## config.mk

```make
export PLATFORM = sky130hd
export DESIGN_NAME = interleaved_flash_page_placer_flat
export DESIGN_NICKNAME = d
export VERILOG_FILES = /design/src/hw/rtl/ifpp_pkg.sv /design/src/hw/rtl/ifpp_req_if.sv /design/src/hw/rtl/ifpp_rsp_if.sv /design/src/hw/rtl/ifpp_step.sv /design/src/hw/rtl/interleaved_flash_page_placer.sv /design/src/flat_wrapper.sv
export VERILOG_INCLUDE_DIRS = /design/src /design/src/hw/rtl
export SDC_FILE = /design/constraint.sdc
export NUM_CORES = 1
export LEC_CHECK = 0
export BUFFER_PORTS_ARGS = -buffer_cell sky130_fd_sc_hd__buf_2
export CORE_MARGIN = 3
export CORE_UTILIZATION = 46
export CTS_CLUSTER_SIZE = 8
export DETAILED_ROUTE_END_ITERATION = 10
export PLACE_DENSITY_LB_ADDON = 0.08
export SYNTH_ARGS = -nofsm -noshare
export SYNTH_HDL_FRONTEND = slang
export SYNTH_SLANG_ARGS = --single-unit
```

## constraint.sdc

```tcl
create_clock -name clock -period 11.4 [get_ports clock]
set_input_delay 1.71 -clock clock [delete_from_list [all_inputs] [get_ports clock]]
set_output_delay 1.71 -clock clock [all_outputs]
set_load 0.01 [all_outputs]
```

## src/hw/rtl/assert_macros.svh

```systemverilog
// Assertion macros shared by the RTL of the flash page placer.
// Each macro expects signals named clock and reset in the calling scope.
`ifndef ASSERT_MACROS_SVH
`define ASSERT_MACROS_SVH

// Property checked on every clock edge outside reset.
`define IFPP_ASSERT(label, prop, msg) \
   label: assert property (@(posedge clock) disable iff (reset) prop) \
      else $error(msg);

// Condition that must never be seen outside reset.
`define IFPP_NEVER(label, cond, msg) \
   label: assert property (@(posedge clock) disable iff (reset) !(cond)) \
      else $error(msg);

`endif

```

## src/hw/rtl/ifpp_pkg.sv

```systemverilog
// Constants and shared types of the interleaved flash page placer.
// No dependencies; used by the channel interfaces and all RTL modules.
package ifpp_pkg;

   localparam int NUM_CHIPS        = 8;
   localparam int PAGES_PER_CHIP   = 32768;
   localparam int PAGES_PER_SECTOR = 16;
   localparam int PAGE_BYTES       = 256;
   localparam int MAX_RUN          = 64;

   localparam int CHIP_W     = $clog2(NUM_CHIPS);
   localparam int IDX_W      = $clog2(PAGES_PER_CHIP + 1);
   localparam int PAGE_SHIFT = $clog2(PAGE_BYTES);
   localparam int SECTOR_W   = $clog2(PAGES_PER_SECTOR);
   localparam int ADDR_W     = 23;
   localparam int CNT_W      = 7;
   localparam int TOTAL_W    = 32;

   localparam logic REQ_WRITE = 1'b0;
   localparam logic REQ_READ  = 1'b1;

   // Output of the shared page step unit
   typedef struct packed {
      logic [ADDR_W-1:0] page_address;
      logic              erase_request;
      logic [ADDR_W-1:0] erase_address;
      logic              wrapped;
      logic [IDX_W-1:0]  next_index;
   } step_result_type;

endpackage

```

## src/hw/rtl/ifpp_req_if.sv

```systemverilog
// Request channel of the flash page placer: valid/ready plus request payload.
// Depends on ifpp_pkg.
interface ifpp_req_if;
   logic                        valid;
   logic                        ready;
   logic                        req_type;
   logic [ifpp_pkg::CNT_W-1:0]  page_count;

   modport source (output valid, output req_type, output page_count, input ready);
   modport sink   (input valid, input req_type, input page_count, output ready);
endinterface

```

## src/hw/rtl/ifpp_rsp_if.sv

```systemverilog
// Result channel of the flash page placer: valid/ready plus one page placement.
// Depends on ifpp_pkg.
interface ifpp_rsp_if;
   logic                         valid;
   logic                         ready;
   logic [ifpp_pkg::CHIP_W-1:0]  chip_select;
   logic [ifpp_pkg::ADDR_W-1:0]  page_address;
   logic                         erase_request;
   logic [ifpp_pkg::ADDR_W-1:0]  erase_address;
   logic                         ring_wrapped;
   logic [ifpp_pkg::TOTAL_W-1:0] pages_written;
   logic                         last_of_run;

   modport source (output valid, output chip_select, output page_address,
                   output erase_request, output erase_address, output ring_wrapped,
                   output pages_written, output last_of_run, input ready);
   modport sink   (input valid, input chip_select, input page_address,
                   input erase_request, input erase_address, input ring_wrapped,
                   input pages_written, input last_of_run, output ready);
endinterface

```

## src/hw/rtl/ifpp_step.sv

```systemverilog
// Shared page step unit: wraps a ring index, advances it and checks for a
// sector boundary. Depends on ifpp_pkg.
module ifpp_step (
   input  logic [ifpp_pkg::IDX_W-1:0] idx_cur,
   input  logic                       is_write,
   output ifpp_pkg::step_result_type  res
);

   function automatic logic [ifpp_pkg::ADDR_W-1:0] page_to_addr(
      input logic [ifpp_pkg::IDX_W-1:0] idx);
      logic [ifpp_pkg::IDX_W+ifpp_pkg::PAGE_SHIFT-1:0] b;
      b = (ifpp_pkg::IDX_W + ifpp_pkg::PAGE_SHIFT)'(idx) << ifpp_pkg::PAGE_SHIFT;
      return b[ifpp_pkg::ADDR_W-1:0];
   endfunction

   logic                       wrapped;
   logic [ifpp_pkg::IDX_W-1:0] idx_use;
   logic [ifpp_pkg::IDX_W-1:0] idx_nxt;
   logic                       at_sector;
   logic                       at_end;

   assign wrapped   = idx_cur >= ifpp_pkg::IDX_W'(ifpp_pkg::PAGES_PER_CHIP);
   assign idx_use   = wrapped ? '0 : idx_cur;
   assign idx_nxt   = idx_use + ifpp_pkg::IDX_W'(1);
   assign at_sector = idx_nxt[ifpp_pkg::SECTOR_W-1:0] == '0;
   assign at_end    = idx_nxt >= ifpp_pkg::IDX_W'(ifpp_pkg::PAGES_PER_CHIP);

   always_comb begin
      res.page_address  = page_to_addr(idx_use);
      res.erase_request = is_write && at_sector;
      // erase due at the chip end goes to sector 0
      res.erase_address = (is_write && at_sector && !at_end) ? page_to_addr(idx_nxt) : '0;
      res.wrapped       = wrapped;
      res.next_index    = idx_nxt;
   end

endmodule

```

## src/hw/rtl/interleaved_flash_page_placer.sv

```systemverilog
// Result beats are registered: an accepted request loads the run state, and each page step
// is captured in the result registers. A write places one page; a read run of N pages places
// N, one page per cycle through the single page step unit while the output is not stalled;
// a zero-page read places none. New requests wait until the run ends. Reset is synchronous,
// active high, and clears all chip pointers, page index tables, the page count and wrap flag.
`include "assert_macros.svh"

module interleaved_flash_page_placer (
   input  logic            clock,
   input  logic            reset,
   ifpp_req_if.sink        req_bus,
   ifpp_rsp_if.source      rsp_bus
);

   localparam logic ST_IDLE = 1'b0;
   localparam logic ST_RUN  = 1'b1;

   logic                           state_ff, state_in;
   logic                           is_read_ff, is_read_in;
   logic [ifpp_pkg::CNT_W-1:0]     remain_ff, remain_in;
   logic [ifpp_pkg::CHIP_W-1:0]    wr_chip_ff, wr_chip_in;
   logic [ifpp_pkg::CHIP_W-1:0]    rd_chip_ff, rd_chip_in;
   logic [ifpp_pkg::IDX_W-1:0]     wr_idx_ff [ifpp_pkg::NUM_CHIPS];
   logic [ifpp_pkg::IDX_W-1:0]     wr_idx_in [ifpp_pkg::NUM_CHIPS];
   logic [ifpp_pkg::IDX_W-1:0]     rd_idx_ff [ifpp_pkg::NUM_CHIPS];
   logic [ifpp_pkg::IDX_W-1:0]     rd_idx_in [ifpp_pkg::NUM_CHIPS];
   logic [ifpp_pkg::TOTAL_W-1:0]   total_ff, total_in;
   logic                           wrap_ff, wrap_in;
   logic                           rsp_valid_ff, rsp_valid_in;

   logic [ifpp_pkg::CHIP_W-1:0]    chip_out_ff, chip_out_in;
   logic [ifpp_pkg::ADDR_W-1:0]    page_addr_ff, page_addr_in;
   logic                           erase_req_ff, erase_req_in;
   logic [ifpp_pkg::ADDR_W-1:0]    erase_addr_ff, erase_addr_in;
   logic                           ring_ff, ring_in;
   logic [ifpp_pkg::TOTAL_W-1:0]   written_ff, written_in;
   logic                           last_ff, last_in;

   logic [ifpp_pkg::CHIP_W-1:0]    cur_chip;
   logic [ifpp_pkg::CHIP_W-1:0]    nxt_chip;
   logic [ifpp_pkg::IDX_W-1:0]     cur_idx;
   logic [ifpp_pkg::CNT_W-1:0]     cnt_sat;
   logic                           accept;
   logic                           step_go;
   ifpp_pkg::step_result_type      step_res;

   assign cur_chip = is_read_ff ? rd_chip_ff : wr_chip_ff;
   assign cur_idx  = is_read_ff ? rd_idx_ff[cur_chip] : wr_idx_ff[cur_chip];
   assign nxt_chip = (cur_chip == ifpp_pkg::CHIP_W'(ifpp_pkg::NUM_CHIPS - 1)) ?
                     '0 : cur_chip + ifpp_pkg::CHIP_W'(1);
   assign cnt_sat  = (req_bus.page_count > ifpp_pkg::CNT_W'(ifpp_pkg::MAX_RUN)) ?
                     ifpp_pkg::CNT_W'(ifpp_pkg::MAX_RUN) : req_bus.page_count;

   assign req_bus.ready = state_ff == ST_IDLE;
   assign accept        = req_bus.valid && state_ff == ST_IDLE;
   assign step_go       = state_ff == ST_RUN && (!rsp_valid_ff || rsp_bus.ready);

   ifpp_step u_step (
      .idx_cur  (cur_idx),
      .is_write (!is_read_ff),
      .res      (step_res)
   );

   always_comb begin
      state_in      = state_ff;
      is_read_in    = is_read_ff;
      remain_in     = remain_ff;
      wr_chip_in    = wr_chip_ff;
      rd_chip_in    = rd_chip_ff;
      wr_idx_in     = wr_idx_ff;
      rd_idx_in     = rd_idx_ff;
      total_in      = total_ff;
      wrap_in       = wrap_ff;
      rsp_valid_in  = rsp_valid_ff && !rsp_bus.ready;
      chip_out_in   = chip_out_ff;
      page_addr_in  = page_addr_ff;
      erase_req_in  = erase_req_ff;
      erase_addr_in = erase_addr_ff;
      ring_in       = ring_ff;
      written_in    = written_ff;
      last_in       = last_ff;

      if (accept) begin
         if (req_bus.req_type == ifpp_pkg::REQ_WRITE) begin
            is_read_in = 1'b0;
            remain_in  = ifpp_pkg::CNT_W'(1);
            state_in   = ST_RUN;
         end else if (req_bus.req_type == ifpp_pkg::REQ_READ && cnt_sat == '0) begin
            // empty run still realigns the write pointer
            wr_chip_in = rd_chip_ff;
         end else begin
            is_read_in = 1'b1;
            remain_in  = cnt_sat;
            state_in   = ST_RUN;
         end
      end

      if (step_go) begin
         rsp_valid_in = 1'b1;
         chip_out_in  = cur_chip;
         page_addr_in = step_res.page_address;
         remain_in    = remain_ff - ifpp_pkg::CNT_W'(1);
         if (remain_ff == ifpp_pkg::CNT_W'(1)) begin
            state_in = ST_IDLE;
         end
         if (!is_read_ff) begin
            wr_idx_in[cur_chip] = step_res.next_index;
            wr_chip_in          = nxt_chip;
            total_in            = total_ff + ifpp_pkg::TOTAL_W'(1);
            wrap_in             = wrap_ff | step_res.wrapped;
            erase_req_in        = step_res.erase_request;
            erase_addr_in       = step_res.erase_address;
            ring_in             = wrap_ff | step_res.wrapped;
            written_in          = total_ff + ifpp_pkg::TOTAL_W'(1);
            last_in             = 1'b1;
         end else begin
            rd_idx_in[cur_chip] = step_res.next_index;
            rd_chip_in          = nxt_chip;
            erase_req_in        = 1'b0;
            erase_addr_in       = '0;
            ring_in             = wrap_ff;
            written_in          = total_ff;
            last_in             = remain_ff == ifpp_pkg::CNT_W'(1);
            if (remain_ff == ifpp_pkg::CNT_W'(1)) begin
               wr_chip_in = nxt_chip;
            end
         end
      end
   end

   always_ff @(posedge clock) begin
      if (reset) begin
         state_ff     <= ST_IDLE;
         is_read_ff   <= 1'b0;
         remain_ff    <= '0;
         wr_chip_ff   <= '0;
         rd_chip_ff   <= '0;
         total_ff     <= '0;
         wrap_ff      <= 1'b0;
         rsp_valid_ff <= 1'b0;
         for (int i = 0; i < ifpp_pkg::NUM_CHIPS; i++) begin
            wr_idx_ff[i] <= '0;
            rd_idx_ff[i] <= '0;
         end
      end else begin
         state_ff     <= state_in;
         is_read_ff   <= is_read_in;
         remain_ff    <= remain_in;
         wr_chip_ff   <= wr_chip_in;
         rd_chip_ff   <= rd_chip_in;
         total_ff     <= total_in;
         wrap_ff      <= wrap_in;
         rsp_valid_ff <= rsp_valid_in;
         wr_idx_ff    <= wr_idx_in;
         rd_idx_ff    <= rd_idx_in;
      end
   end

   // result beat payload, no reset needed
   always_ff @(posedge clock) begin
      chip_out_ff   <= chip_out_in;
      page_addr_ff  <= page_addr_in;
      erase_req_ff  <= erase_req_in;
      erase_addr_ff <= erase_addr_in;
      ring_ff       <= ring_in;
      written_ff    <= written_in;
      last_ff       <= last_in;
   end

   assign rsp_bus.valid         = rsp_valid_ff;
   assign rsp_bus.chip_select   = chip_out_ff;
   assign rsp_bus.page_address  = page_addr_ff;
   assign rsp_bus.erase_request = erase_req_ff;
   assign rsp_bus.erase_address = erase_addr_ff;
   assign rsp_bus.ring_wrapped  = ring_ff;
   assign rsp_bus.pages_written = written_ff;
   assign rsp_bus.last_of_run   = last_ff;

   `IFPP_NEVER(a_run_has_work, state_ff == ST_RUN && remain_ff == '0, "run state with no pages left")
   `IFPP_ASSERT(a_wrap_sticky, $fell(wrap_ff) |-> $past(reset), "wrap flag cleared outside reset")
   `IFPP_ASSERT(a_count_step, total_ff != $past(total_ff) |-> total_ff == $past(total_ff) + 32'd1 || $past(reset), "page count moved by more than one")
   `IFPP_ASSERT(a_read_no_erase, step_go && is_read_ff |=> !erase_req_ff, "erase requested on a read beat")

endmodule
```

## src/flat_wrapper.sv

```systemverilog
// flat-port wrapper written by rule: the top's interface ports become plain ports
module interleaved_flash_page_placer_flat 
  (clock, reset, req_bus_valid, req_bus_req_type, req_bus_page_count, req_bus_ready, rsp_bus_valid, rsp_bus_chip_select, rsp_bus_page_address, rsp_bus_erase_request, rsp_bus_erase_address, rsp_bus_ring_wrapped, rsp_bus_pages_written, rsp_bus_last_of_run, rsp_bus_ready);
  ifpp_req_if req_bus_i ();
  ifpp_rsp_if rsp_bus_i ();
  input  logic clock;
  input  logic reset;
  input wire logic [$bits(req_bus_i.valid)-1:0] req_bus_valid;
  input wire logic [$bits(req_bus_i.req_type)-1:0] req_bus_req_type;
  input wire logic [$bits(req_bus_i.page_count)-1:0] req_bus_page_count;
  output wire logic [$bits(req_bus_i.ready)-1:0] req_bus_ready;
  output wire logic [$bits(rsp_bus_i.valid)-1:0] rsp_bus_valid;
  output wire logic [$bits(rsp_bus_i.chip_select)-1:0] rsp_bus_chip_select;
  output wire logic [$bits(rsp_bus_i.page_address)-1:0] rsp_bus_page_address;
  output wire logic [$bits(rsp_bus_i.erase_request)-1:0] rsp_bus_erase_request;
  output wire logic [$bits(rsp_bus_i.erase_address)-1:0] rsp_bus_erase_address;
  output wire logic [$bits(rsp_bus_i.ring_wrapped)-1:0] rsp_bus_ring_wrapped;
  output wire logic [$bits(rsp_bus_i.pages_written)-1:0] rsp_bus_pages_written;
  output wire logic [$bits(rsp_bus_i.last_of_run)-1:0] rsp_bus_last_of_run;
  input wire logic [$bits(rsp_bus_i.ready)-1:0] rsp_bus_ready;
  assign req_bus_i.valid = req_bus_valid;
  assign req_bus_i.req_type = req_bus_req_type;
  assign req_bus_i.page_count = req_bus_page_count;
  assign req_bus_ready = req_bus_i.ready;
  assign rsp_bus_valid = rsp_bus_i.valid;
  assign rsp_bus_chip_select = rsp_bus_i.chip_select;
  assign rsp_bus_page_address = rsp_bus_i.page_address;
  assign rsp_bus_erase_request = rsp_bus_i.erase_request;
  assign rsp_bus_erase_address = rsp_bus_i.erase_address;
  assign rsp_bus_ring_wrapped = rsp_bus_i.ring_wrapped;
  assign rsp_bus_pages_written = rsp_bus_i.pages_written;
  assign rsp_bus_last_of_run = rsp_bus_i.last_of_run;
  assign rsp_bus_i.ready = rsp_bus_ready;
  interleaved_flash_page_placer u_core (.clock(clock), .reset(reset), .req_bus(req_bus_i), .rsp_bus(rsp_bus_i));
endmodule
```

==> results.json, run 1 <==
{
  "status": "completed",
  "grt_pass1_wl_um": 81740,
  "die_y_um": 196.2,
  "power.total_mw": 3.289,
  "final_common_cell": "nor2_1",
  "finalCritPeriodShare": 0.5000,
  "ys_ff_latch": 373,
  "clkSinkCount": 373,
  "drtPass1Iterations": 5,
  "crit_required_ns": 11.88,
  "grt_overflow_total": 0,
  "gp_congestion": 0.9194,
  "cts_resized": 0,
  "slew_headroom": 0.1545,
  "holdCritPathClass": "flop to flop",
  "async_flop_share": 0,
  "initial_utilization": 0.4678,
  "vdd_ir_drop_max_mv": 0.1393,
  "intPower_mw": 2.369,
  "cts_setup_buffers": 0,
  "period_needed_ns": 5.700,
  "cp-start-kind": "flop",
  "seq_area_um2": 8149,
  "synth_area_um2": 16640,
  "end_kind": "flop",
  "vias": 14040,
  "leakagePower_nw": 6.312,
  "synth_cell_types": 82,
  "combPwrFrac": 0.142,
  "pin_count": 98,
  "min_from": "u_core.rd_idx_ff[31]",
  "setup_viol": 0,
  "die-area_um2": 38490,
  "max_freq_mhz": 175.4,
  "ys_seq_area_frac": 0.4897,
  "p_seq_frac": 0.430,
  "cp_max_fo": 23,
  "wire_per_inst_um": 22.63,
  "grt_pass1_vias": 13470,
  "synth_area_per_cell_um2": 8.994,
  "cts.htree.levels": 2,
  "vias_per_cell": 5.929,
  "rsz0062_at_grt": "false",
  "tightest_slew_ns": 1.262,
  "yosys_most_used_dff": "dfxtp_1",
  "p_per_area_nw_per_um2": 174.3,
  "fill_cells": 3316,
  "cts_buffer_depth": 3,
  "netlist_instances": 1850,
  "antenna_found_initial": 0,
  "setup_ws_ns": 5.700,
  "final_cell_mix": "313 x nor2_1, 304 x dfxtp_1, 176 x a211oi_1",
  "power_frac_clock": 0.429,
  "cts_tree": "done",
  "worstPathArrival_ns": 6.18,
  "cts_buffers": 52,
  "chipWidth_um": 196.2,
  "clk_pin_slew_ns": 0.05,
  "rr_startpoint": "u_core.wr_chip_ff[1]",
  "grt_max_degree": 149,
  "crit_start": "u_core.wr_chip_ff[1]",
  "maxCapViolations": 0,
  "clock_skew_ns": 0.02377,
  "root_buffer": "clkbuf_16",
  "drc": 0,
  "num_rows": 69,
  "hpwl_um": 33890,
  "n_antenna_cell": 0,
  "syn_to_final_growth_pct": 13.42,
  "swShare": 0.2799,
  "p_switching_mw": 0.9205,
  "finalSetupTns_ns": 0,
  "multi_input_area_um2": 7807,
  "yosysWarnings": 0,
  "dp_slack_ns": 5.838,
  "detail_route.iter0.violations": 1297,
  "synth_edf_count": 68,
  "track_usage": 0.2746,
  "nets": 1905,
  "port_buffers": 81,
  "crit_type": "flop to flop",
  "clk_latency_ns": 0.59,
  "core_area_um2": 35570,
  "r2r_slack_ns": 5.70,
  "route.antenna.remaining_nets": 0,
  "final-max-slew-violation-count": 0,
  "hold_viol": 0,
  "postRouteWirelength_um": 53580,
  "cts_hold_buf": 0,
  "drive_above_1_share": 0.1369
}
-- cells by family after synthesis --
group	after synthesis	share of synthesized area
and+or+nand+nor	709	0.1928
AOI/OAI and AO/OA	452	0.1888
xor gates and xnor gates	65	0.03422
adders and majority gates	6	0.004512
muxes	53	0.03880
DFF	373	0.4897
buffers and inverters	191	0.05099
other	1	0.0002254
-- registers in the layout, indices dropped and copies added, names as in the netlist, 7 cells and up --
register and cells:
u_core.rd_idx_ff 128, u_core.remain_ff 7, u_core.rsp_bus.erase_address 15, u_core.rsp_bus.page_address 15, u_core.rsp_bus.pages_written 32, u_core.total_ff 32, u_core.wr_idx_ff 128
-- area by class of cell --
cell class,instances,share of cell area
flip-flops and latches,373,0.4318
repair buffers,130,0.04151
inverters,27,0.005570
well taps,461,0.03057
multi-input cells,1303,0.4137
clock buffers,73,0.07592
clock inverters,1,0.0008620
-- cells in the mapped netlist, types with 3 or more instances --
library cell	n	area, µm²
a2111oi_0	5	43.79
a211oi_1	176	1321
a211oi_2	11	137.6
a21o_1	3	22.52
a21oi_1	96	480.5
a221oi_1	12	105.1
a22o_1	8	70.07
a22oi_1	10	75.07
a31oi_1	14	87.58
and2_1	6	37.54
and3_1	8	50.05
and3b_1	3	26.28
buf_1	7	26.28
buf_2	23	115.1
buf_4	19	142.6
buf_6	4	45.04
clkbuf_1	111	416.7
dfxtp_1	305	6106
edfxtp_1	68	2042
ha_1	6	75.07
inv_1	24	90.09
mux2_2	11	123.9
mux2i_1	32	320.3
mux4_2	5	112.6
nand2_1	162	608.1
nand2b_1	21	131.4
nand3_1	71	355.3
nand4_1	16	100.1
nor2_1	318	1194
nor2b_1	13	81.33
nor3_1	34	170.2
nor3b_1	5	37.54
nor4_1	9	56.30
o211ai_1	5	37.54
o21ai_0	50	250.2
o221ai_1	7	61.31
o22ai_1	20	125.1
o2bb2ai_1	5	43.79
o31ai_1	3	22.52
or2_2	8	50.05
or3_1	16	100.1
xnor2_1	34	297.8
xor2_1	31	271.5
-- metrics by stage --
step	hold slack [ns]	util	instance area [µm²]	std cells
after floorplan	0.4312	-	16700	1867
after global placement	0.4436	0.4898	17420	2294
after detailed placement	0.4475	0.4898	17420	2294
after CTS	0.4545	0.5305	18870	2368
after global routing	0.4723	0.5305	18870	2368
final	0.4540	0.5305	18870	2368
-- final timing paths --
check | end | cells after the start
worst max-delay path | u_core.rd_idx_ff[106] | 11
worst min-delay path | u_core.rd_idx_ff[31] | 2
worst max register to register | u_core.rd_idx_ff[106] | 11
worst min register to register | u_core.rd_idx_ff[31] | 2
-- metal layers --
layer	global-route usage	vias up	part of all wire
met3	0.06749	112	0.087
met1	0.3702	6674	0.43
met5	0	-	0
li1	-	6644	-
met4	0.09559	0	0.033
met2	0.4324	609	0.45
-- worst max-delay path, cell delays in order, from the launching register on --
cell and delay, ns:
dfxtp_1 0.47, mux2i_4 0.56, clkinv_2 0.46, nor2_1 0.49
buf_4 0.28, a32o_1 0.21, o21ai_0 0.18, o22ai_2 0.87
nand4_4 0.37, nor3_4 0.80, xnor2_2 0.55, a211oi_1 0.34
-- power groups by stage --
stage | clock (mW) | combinational [mW] | sequential (mW)
after floorplan | 0 | 0.283 | 1.44
after global placement | 0 | 0.455 | 1.44
after detailed placement | 0 | 0.457 | 1.44
after CTS | 1.43 | 0.458 | 1.41
after global routing | 1.49 | 0.495 | 1.42
final | 1.41 | 0.466 | 1.41
Power figures use the tool's default switching activity.
==> run 2, diff against run 1 <==
Clock period 11.4 ns to 5.6 ns, I/O delays scaled along.
==> results.json, run 2 (synthesized netlist as in run 1, its figures left out) <==
{
  "wire_per_inst_um": 22.72,
  "worstPathArrival_ns": 4.92,
  "reg_top3": "u_core.rd_idx_ff x128, u_core.wr_idx_ff x128",
  "grt_pass1_wl_um": 83060,
  "hold_viol": 0,
  "r2r_slack_ns": 1.01,
  "crit_required_ns": 5.92,
  "grt_pass1_vias": 13370,
  "cts_buffers": 52,
  "detail_route.iter0.violations": 1474,
  "port_buffers": 81,
  "cts_tree": "done",
  "pin_count": 98,
  "track_usage": 0.2788,
  "clk_latency_ns": 0.59,
  "cts_hold_buf": 0,
  "final-max-slew-violation-count": 0,
  "drc": 0,
  "rr_startpoint": "u_core.is_read_ff",
  "leakagePower_nw": 6.408,
  "nets": 1927,
  "min_path_cells": 2,
  "drtPass1Iterations": 7,
  "setup_viol": 0,
  "cts_resized": 0,
  "gp_congestion": 0.9202,
  "crit_type": "flop to flop",
  "postRouteWirelength_um": 54370,
  "cp-start-kind": "flop",
  "end_kind": "flop",
  "core_area_um2": 35570,
  "maxCapViolations": 0,
  "num_rows": 69,
  "cts_buffer_depth": 3,
  "syn_to_final_growth_pct": 14.12,
  "tightest_slew_ns": 1.252,
  "vias": 14210,
  "slew_headroom": 0.1650,
  "initial_utilization": 0.4678,
  "holdCritPathClass": "flop to flop",
  "hpwl_um": 35420,
  "p_per_area_nw_per_um2": 352.2,
  "clk_pin_slew_ns": 0.05,
  "status": "completed",
  "post_dp_cell_area_um2": 17560,
  "die-area_um2": 38490,
  "max_freq_mhz": 217.7,
  "design_area_um2": 18990,
  "clock_skew_ns": 0.02438,
  "cts_setup_buffers": 0,
  "rsz0062_at_grt": "false",
  "final_common_cell": "nor2_1",
  "route.antenna.remaining_nets": 0,
  "die_y_um": 196.2,
  "finalSetupTns_ns": 0,
  "holdPathEnd": "u_core.wr_idx_ff[33]",
  "grt_overflow_total": 0,
  "finalCritPeriodShare": 0.8203,
  "root_buffer": "clkbuf_16",
  "cp_max_fo": 26,
  "vias_per_cell": 5.939,
  "vdd_ir_drop_max_mv": 0.2648,
  "antenna_found_initial": 0,
  "chipWidth_um": 196.2,
  "period_needed_ns": 4.594,
  "n_antenna_cell": 0,
  "grt_max_degree": 167,
  "cts.htree.levels": 2,
  "min_from": "u_core.wr_idx_ff[33]",
  "clkSinkCount": 373,
  "worstReg2RegEnd": "u_core.rsp_bus.erase_address[9]",
  "worst_r2r_path_depth": 13,
  "final_cell_mix": "313 x nor2_1, 304 x dfxtp_1, 176 x a211oi_1",
  "drive_above_1_share": 0.1454
}
-- run 2: cell count changes in the layout (fill, tap and decap cells not counted), sizes merged --
cell	delta
buf	+22
clkbuf	+2
inv	+1
-- run 2: worst max path at each step --
stage / from / end / slack, ns / cells past startpoint
2_1_floorplan: rsp_bus_ready / u_core.total_ff[12] / 1.53 / 8
3_3_place_gp: u_core.is_read_ff / u_core.rd_idx_ff[124] / 1.19 / 12
3_5_place_dp: u_core.is_read_ff / u_core.rd_idx_ff[12] / 1.16 / 12
4_1_cts: u_core.is_read_ff / u_core.rsp_bus.erase_address[9] / 1.15 / 13
5_1_grt: u_core.is_read_ff / u_core.rd_idx_ff[12] / 0.82 / 12
6_report: u_core.is_read_ff / u_core.rsp_bus.erase_address[9] / 1.01 / 13
-- run 2: metal layers --
metal  track usage  part of all wire  routed length, µm
met1        0.3901              0.43              23590
met2        0.4364              0.45              24580
met3       0.05667             0.082               4474
met4       0.08688             0.032               1722
met5             0                 0                  0
-- run 2: final cells by class --
class,instances,area [µm²]
Multi-Input combinational cell,1303,7785
Inverter,27,105.1
Tap cell,461,576.8
Fill cell,3248,16580
Sequential cell,373,8149
Clock buffer,75,1398
Timing Repair Buffer,152,948.4
Clock inverter,2,25.02
-- run 2: critical path, cell delays in order (launching register included) --
cell       delay (ns)
dfxtp_2          0.57
mux2i_4          0.31
clkinv_2         0.16
buf_4            0.31
nor2_1           0.59
a22oi_1          0.19
o221ai_1         0.20
a21boi_0         0.48
nand2_1          0.36
nor3_4           0.32
buf_4            0.30
a2111oi_2        0.13
buf_4            0.21
and2_1           0.17
-- run 2: report_power, final --
group / switching (mW) / total (mW) / internal, mW
combinational: 0.706 / 0.974 / 0.268
clock: 1.14 / 2.83 / 1.70
sequential: 0.0479 / 2.88 / 2.83
total: 1.89 / 6.69 / 4.80
-- run 2: per-stage QoR --
step | hold slack, ns | std cells | setup WS (ns) | power [mW] | utilization
finish | 0.4536 | 2393 | 1.006 | 6.688 | 0.5338
global route | 0.4789 | 2393 | 0.8208 | 6.905 | 0.5338
CTS | 0.4563 | 2393 | 1.149 | 6.715 | 0.5338
detailed placement | 0.4465 | 2316 | 1.163 | 3.882 | 0.4938
global placement | 0.4400 | 2316 | 1.190 | 3.880 | 0.4938
floorplan | 0.4312 | 1867 | 1.527 | 3.516 | -
==> run 3, diff against run 2 <==
Clock period 5.6 ns to 4.45 ns, I/O delays scaled along.
==> results.json, run 3 (synthesized netlist as in run 1, its figures left out) <==
{
  "cts_hold_buf": 0,
  "hpwl_um": 35370,
  "root_buffer": "clkbuf_16",
  "vias": 14210,
  "min_path_cells": 3,
  "antenna_found_initial": 1,
  "max_freq_mhz": 238.7,
  "drc": 0,
  "grt_max_degree": 184,
  "cts_resized": 0,
  "tightest_slew_ns": 1.197,
  "crit_buf_inv": 1,
  "crit_type": "flop to flop",
  "status": "completed",
  "worstPathArrival_ns": 4.67,
  "route.antenna.remaining_nets": 0,
  "p_per_area_nw_per_um2": 438.9,
  "utilization": 0.5389,
  "chipWidth_um": 196.2,
  "whs_ns": 0.3760,
  "hold_viol": 0,
  "setup_viol": 0,
  "cp_max_fo": 41,
  "grt_pass1_vias": 13260,
  "wire_per_inst_um": 22.00,
  "grt_pass1_wl_um": 80740,
  "nets": 1946,
  "leakagePower_nw": 6.513,
  "vias_per_cell": 5.897,
  "end_kind": "flop",
  "postRouteWirelength_um": 53000,
  "final_common_cell": "nor2_1",
  "cp_num_cells": 10,
  "instances_no_fill": 2409,
  "max_stage_delay_ns": 0.91,
  "n_antenna_cell": 0,
  "core_area_um2": 35570,
  "die-area_um2": 38490,
  "cts.htree.levels": 2,
  "clock_skew_ns": 0.03565,
  "drive_above_1_share": 0.1540,
  "setup_ws_ns": 0.2603,
  "vdd_ir_drop_max_mv": 0.3460,
  "worst_r2r_path_depth": 10,
  "final-max-slew-violation-count": 0,
  "initial_utilization": 0.4678,
  "clkSinkCount": 373,
  "finalSetupTns_ns": 0,
  "critPathTopFamily": "simple AND/OR/NAND/NOR gates",
  "design_area_um2": 19170,
  "rsz0062_at_grt": "false",
  "grt_overflow_total": 0,
  "cts_buffers": 52,
  "finalCritPeriodShare": 0.9415,
  "cts_tree": "done",
  "crit_required_ns": 4.93,
  "period_needed_ns": 4.190,
  "dp_slack_ns": 0.3976,
  "power.total_mw": 8.414,
  "syn_to_final_growth_pct": 15.21,
  "slew_headroom": 0.2018,
  "dp.cells": 2335,
  "gp_congestion": 0.9427,
  "drtPass1Iterations": 5,
  "crit_chain": "buf_4 > nor3_1 > or2_2 > a22o_1 > o31ai_1 > nor3_1 > nand4_1 > and2_1 > o21ai_0 > o22ai_1",
  "port_buffers": 81,
  "holdCritPathClass": "input pin to flop",
  "clk_pin_slew_ns": 0.05,
  "fill_cells": 3262,
  "final_cell_mix": "313 x nor2_1, 304 x dfxtp_1, 176 x a211oi_1",
  "reg_top3": "u_core.rd_idx_ff x128, u_core.wr_idx_ff x128",
  "pin_count": 98,
  "cts_setup_buffers": 0,
  "cts_buffer_depth": 3,
  "post_dp_cell_area_um2": 17760,
  "num_rows": 69,
  "detail_route.iter0.violations": 1238,
  "cp-start-kind": "flop",
  "maxCapViolations": 0,
  "die_y_um": 196.2,
  "path_common_cell": "nor3_1",
  "track_usage": 0.2707,
  "cp_slowest_cell": "o31ai_1",
  "clk_latency_ns": 0.60
}
## run 3: changes by cell type in the layout (fill, tap and decap cells not counted), sizes merged
cell / before / now
buf: 152 / 171
clkbuf: 75 / 72
## run 3: power by group
part,switching (mW),internal (mW)
sequential,0.0539,3.57
combinational,0.889,0.365
clock,1.42,2.12
## run 3: final timing paths
kind,start,end,slack [ns]
setup / recovery,u_core.is_read_ff,u_core.wr_idx_ff[46],0.26
hold / removal,req_bus_page_count[5],u_core.remain_ff[5],0.38
setup reg to reg,u_core.is_read_ff,u_core.wr_idx_ff[46],0.26
hold reg to reg,u_core.rd_idx_ff[49],u_core.rd_idx_ff[49],0.45
## run 3: area by class of cell
type | instances | area, µm² | area share
clock buffer | 72 | 1386 | 0.07232
clock inverter | 2 | 25.02 | 0.001305
inverter | 27 | 105.1 | 0.005483
multi-input combinational | 1303 | 7785 | 0.4061
sequential | 373 | 8149 | 0.4251
tap | 461 | 576.8 | 0.03009
timing repair buffer | 171 | 1141 | 0.05953
## run 3: routing by layer
metal  global-route usage  up-vias  part of all wire
met1               0.3668     6785              0.43
met2               0.4258      578              0.45
li1                     -     6734                 -
met3              0.06646      106             0.083
met4              0.09057        2             0.029
met5                    0        -           0.00023
## run 3: worst register-to-register path: stages, from the launching register on
cell     delay, ns
dfxtp_2       0.40
buf_4         0.45
nor3_1        0.22
or2_2         0.51
a22o_1        0.27
o31ai_1       0.91
nor3_1        0.21
nand4_1       0.22
and2_1        0.55
o21ai_0       0.19
o22ai_1       0.18
